--- src/mtg_pkg.sv ---
`default_nettype none
// ----------------------------------------------------------------------------
// mtg_pkg
// Types, constants and helper functions shared by the MT19937 generator.
// ----------------------------------------------------------------------------
package mtg_pkg;

    localparam int unsigned MT_N = 624;
    localparam int unsigned MT_M = 397;
    localparam int unsigned IDX_W = 10;

    localparam logic [31:0] MATRIX_A    = 32'h9908_b0df;
    localparam logic [31:0] FILL_MULT   = 32'd1812433253;
    localparam logic [31:0] MIX1_MULT   = 32'd1664525;
    localparam logic [31:0] MIX2_MULT   = 32'd1566083941;
    localparam logic [31:0] BASE_SEED   = 32'd19650218;
    localparam logic [31:0] TEMPER_B    = 32'h9d2c_5680;
    localparam logic [31:0] TEMPER_C    = 32'hefc6_0000;
    localparam logic [31:0] WORD0_FINAL = 32'h8000_0000;

    localparam logic KIND_RANDOM = 1'b0;
    localparam logic KIND_STATE  = 1'b1;

    typedef enum logic [1:0] {
        CMD_KEY   = 2'd0,
        CMD_GEN   = 2'd1,
        CMD_WRITE = 2'd2,
        CMD_READ  = 2'd3
    } t_cmd;

    typedef enum logic [3:0] {
        ST_IDLE,
        ST_FILL_MUL,
        ST_FILL_WR,
        ST_MIX_RD,
        ST_MIX_WR,
        ST_MIX_WRAP,
        ST_SEED_END,
        ST_TW_RD0,
        ST_TW_RD1,
        ST_TW_RD2,
        ST_TW_WR,
        ST_GEN_RD,
        ST_GEN_OUT,
        ST_READ_RD,
        ST_READ_OUT
    } t_state;

    function automatic logic [31:0] scramble(input logic [31:0] p);
        scramble = p ^ (p >> 30);
    endfunction

endpackage

`default_nettype wire

--- src/mtg_temper.sv ---
`default_nettype none
// ----------------------------------------------------------------------------
// mtg_temper
// Output tempering of one state word.
// ----------------------------------------------------------------------------
module mtg_temper (
    input  wire logic [31:0] i_word,
    output logic      [31:0] o_word
);

    logic [31:0] y1;
    logic [31:0] y2;
    logic [31:0] y3;

    always_comb begin
        y1     = i_word ^ (i_word >> 11);
        y2     = y1 ^ ((y1 << 7) & mtg_pkg::TEMPER_B);
        y3     = y2 ^ ((y2 << 15) & mtg_pkg::TEMPER_C);
        o_word = y3 ^ (y3 >> 18);
    end

endmodule

`default_nettype wire

--- config.mk ---
export PLATFORM = sky130hd
export DESIGN_NAME = mtg_temper
export DESIGN_NICKNAME = d
export VERILOG_FILES = /design/src/mtg_pkg.sv /design/src/mtg_temper.sv
export SDC_FILE = /design/constraint.sdc
export NUM_CORES = 1
export LEC_CHECK = 0
export ABC_AREA = 1
export BUFFER_PORTS_ARGS = -buffer_cell sky130_fd_sc_hd__buf_2
export CAP_MARGIN = 25
export CORE_ASPECT_RATIO = 0.7
export CORE_MARGIN = 2
export CORE_UTILIZATION = 45
export DETAILED_ROUTE_END_ITERATION = 6
export PLACE_DENSITY = 0.87
export SLEW_MARGIN = 10
export SYNTH_ARGS = -nofsm -noshare
export SYNTH_HDL_FRONTEND = slang
export SYNTH_SLANG_ARGS = --single-unit
--- constraint.sdc ---
create_clock -name vclk -period 2.5
set_clock_uncertainty 0.15 [all_clocks]
set_input_delay 0.25 -clock vclk [all_inputs]
set_output_delay 0.25 -clock vclk [all_outputs]
set_load 0.1 [all_outputs]
Word-level counts from Yosys, hierarchy flattened
Index checks and enable logic that the tools add are counted.

operators by class
  bitwise gates (word level) = 4

operators with widths
  kind                                             number
  32-bit bitwise XOR                               2
  32-bit by 14-bit bitwise XOR with 32-bit output  1
  32-bit by 21-bit bitwise XOR with 32-bit output  1

storage, ports and cells
  register bits after elaboration = 0
  input port bits = 32
  output and inout port bits = 32
  word-level logic and storage cells = 4

Depth between registers and ports, before layout
  depth in word-level cells = 4
  depth in mapped cells = 10
  depth with buffers taken out = 10

Worst setup path before layout
No wires, ideal clock.

  path kind = input-to-output
  start = in i_word[27]
  end = out o_word[13]
  arrival time = 3921 ps
  data required time = 2100 ps
  setup slack = -1821 ps
  cell stages on the path = 5
  buffers on the path = 0
  path through = xor2_1 -> xnor2_1 -> inv_1 -> nand2_1 -> nand2_1

between the ends
  longest elaborated chain between the ends = 4

RTL lines
  element                                          RTL line          source
  start, declared                                  mtg_temper.sv:7   input wire logic [31:0] i_word,
  32-bit by 21-bit bitwise XOR with 32-bit output  mtg_temper.sv:16  y1 = i_word ^ (i_word >> 11);
  32-bit bitwise XOR                               mtg_temper.sv:17  y2 = y1 ^ ((y1 << 7) & mtg_pkg::TEMPER_B);
  32-bit bitwise XOR                               mtg_temper.sv:18  y3 = y2 ^ ((y2 << 15) & mtg_pkg::TEMPER_C);
  32-bit by 14-bit bitwise XOR with 32-bit output  mtg_temper.sv:19  o_word = y3 ^ (y3 >> 18);
  end, declared                                    mtg_temper.sv:8   output logic [31:0] o_word

No other way between the ends.

Worst setup path after layout
  start = in i_word[16]
  end = out o_word[9]

The elaborated chain is that of the path after synthesis.

==> impl_results.md <==
- Run status: complete, no violations
- Number of global-route vias before repair: 998
- Measured slew at the worst slew-check pin: 0.504 ns
- Worst Hold End: o_word[28]
- Startpoint Class: input port
- Post-Syn Area: 893 µm²
- Hold Crit Depth: 3
- Final Cycle Share: 85.3%
- Iter 0 DRT Violations: 18
- Avg Synthesized Cell Area: 5.19 µm²
- Pre-CTS setup slack: 0.362 ns
- Gr ovfl total: 0
- YS warnings: 0
- Overall power: 0.00111 W
- Hold Crit Start: i_word[28]
- Final ANT Viol Nets: 0
- Post-CTS Setup Inserts: 0
- Nets: 270
- Rel. slew slack: 66.6%
- Minimum clock period: 2.13 ns
- Leading area contributor after synthesis: nand2_1
- # DRC: 0
- Count of hold-fix buffers inserted at cts: 0
- Fin util: 78.3%
- DRT Pass-1 Iters: 4
- Worst vdd ir: 0.000747 V
- Highest clock rate: 469 MHz
- Syn_nets: 204
- Pwr Density: 760 nW/µm²
- Min-Delay Path Class: input port to primary output
- Top post-synthesis cells by area: nand2_1, xor2_1, xnor2_1
- Leak Pwr: 0.891 nW
- Seq_cells: 0
- Final setup vio count: 0
- Yosys cell types: 14
- Antenna Diode Count: 0
- GR Util All Layers: 22.4%
- Reported max-cap violation count: 0
- Clkbuf count: 0
- Via Count: 1159
- Die footprint: 2360 µm²
- Post-Route WL: 2.62 mm
- Post-DP HPWL: 2.45 mm
- Sequential-to-total area share from yosys stat: 0%
- Die height: 41.3 µm
- Largest net degree at the start of global routing: 6
- Site Rows: 13
- Area grow syn2layout: 64.0%
- Initial antenna violation count: 0
- Initial Util: 47.8%
- Die Width: 57.3 µm
- I/O Pins: 64
- Resized Gates After CTS: 0
- Critical path fanouts, max: 4
- Final slew viol count: 0
- IO Port Bufs: 64
- Setup WS post-layout: 0.369 ns
- WL/cell: 10.2 µm
- Mapped Cells: 172
- Synth top area share: 37.8%
- Critical path endpoint category: primary output
- Core area: 1870 µm²
- Arr. time, crit path: 1.73 ns
- Routed vias/inst: 4.49
- Global-route wire length before repair: 4.04 mm
- RSZ-0062 raised after global routing: false
- Setup Crit Path Kind: input port to primary output
- GP Congestion: 0.823
- Fin. Hold Viols: 0
- Register area: 0 µm²
- Required @ worst endpoint: 2.10 ns
- Layout cells sized above 1: 38.6%
report_power, final:
group | leakage, nW | switching [W] | internal (W) | total [W]
combinational | 0.891 | 0.000904 | 0.000209 | 0.00111
clock | 0 | 0 | 0 | 0
sequential | 0 | 0 | 0 | 0
total | 0.891 | 0.000904 | 0.000209 | 0.00111
per-layer routing:
| layer | vias up | wire length [µm] | global-route usage (%) |
|---|---|---|---|
| li1 | 630 | - | - |
| met1 | 498 | 1070 | 23.0 |
| met2 | 29 | 1420 | 53.2 |
| met3 | 2 | 99 | 0.946 |
| met4 | 0 | 27 | 3.49 |
| met5 | - | 0 | 0 |
through the flow:
step	instances	setup TNS (ns)	hold slack, ns	area [µm²]
finish	258	0	0.871	1470
floorplan	172	-0.131	0.559	1110
CTS	258	0	0.872	1470
detailed placement	258	0	0.872	1470
global route	258	0	0.883	1470
global placement	258	0	0.864	1470
layout by cell type (no fill, tap or decap), drive strengths merged:
master / instances
nor2: 2
nand3b: 2
inv: 26
xnor2: 15
nand3: 10
nand4: 1
xor2: 19
buf: 65
nand2: 95
or2: 1
Yosys cell counts, drive strengths merged:
| cell type | n |
|---|---|
| buf | 1 |
| inv | 26 |
| nand2 | 95 |
| nand3 | 10 |
| nand3b | 2 |
| nand4 | 1 |
| nor2 | 2 |
| or2 | 1 |
| xnor2 | 15 |
| xor2 | 19 |
logic make-up (layout without fill, tap and decap cells):
group	Yosys count	after routing	share of synthesized area [%]
AND/OR/NAND/NOR	111	111	51.1
XOR/XNOR	34	34	36.7
buffers and inverters	27	91	12.2
area by class of cell:
type / instances / area, µm²
multi-input combinational: 145 / 997
fill: 150 / 405
timing repair buffer: 65 / 343
inverter: 26 / 97.6
tap: 22 / 27.5
worst max-delay path: stages:
cell and delay [ns]:
buf_2 0.16, inv_1 0.07, nand2_1 0.06, nand2_1 0.13
nand2_1 0.10, nand2_1 0.07, inv_1 0.16, nand2_1 0.12
nand2_2 0.08, nand2_1 0.06, nand2_2 0.05, buf_2 0.41
worst max path at each step:
stage,to,start,depth (start not counted)
floorplan,o_word[12],i_word[26],3
global placement,o_word[9],i_word[16],12
detailed placement,o_word[9],i_word[16],12
global route,o_word[9],i_word[16],12
CTS,o_word[9],i_word[16],12
finish,o_word[9],i_word[16],12
Note: power is estimated with default switching activity, not from simulation.
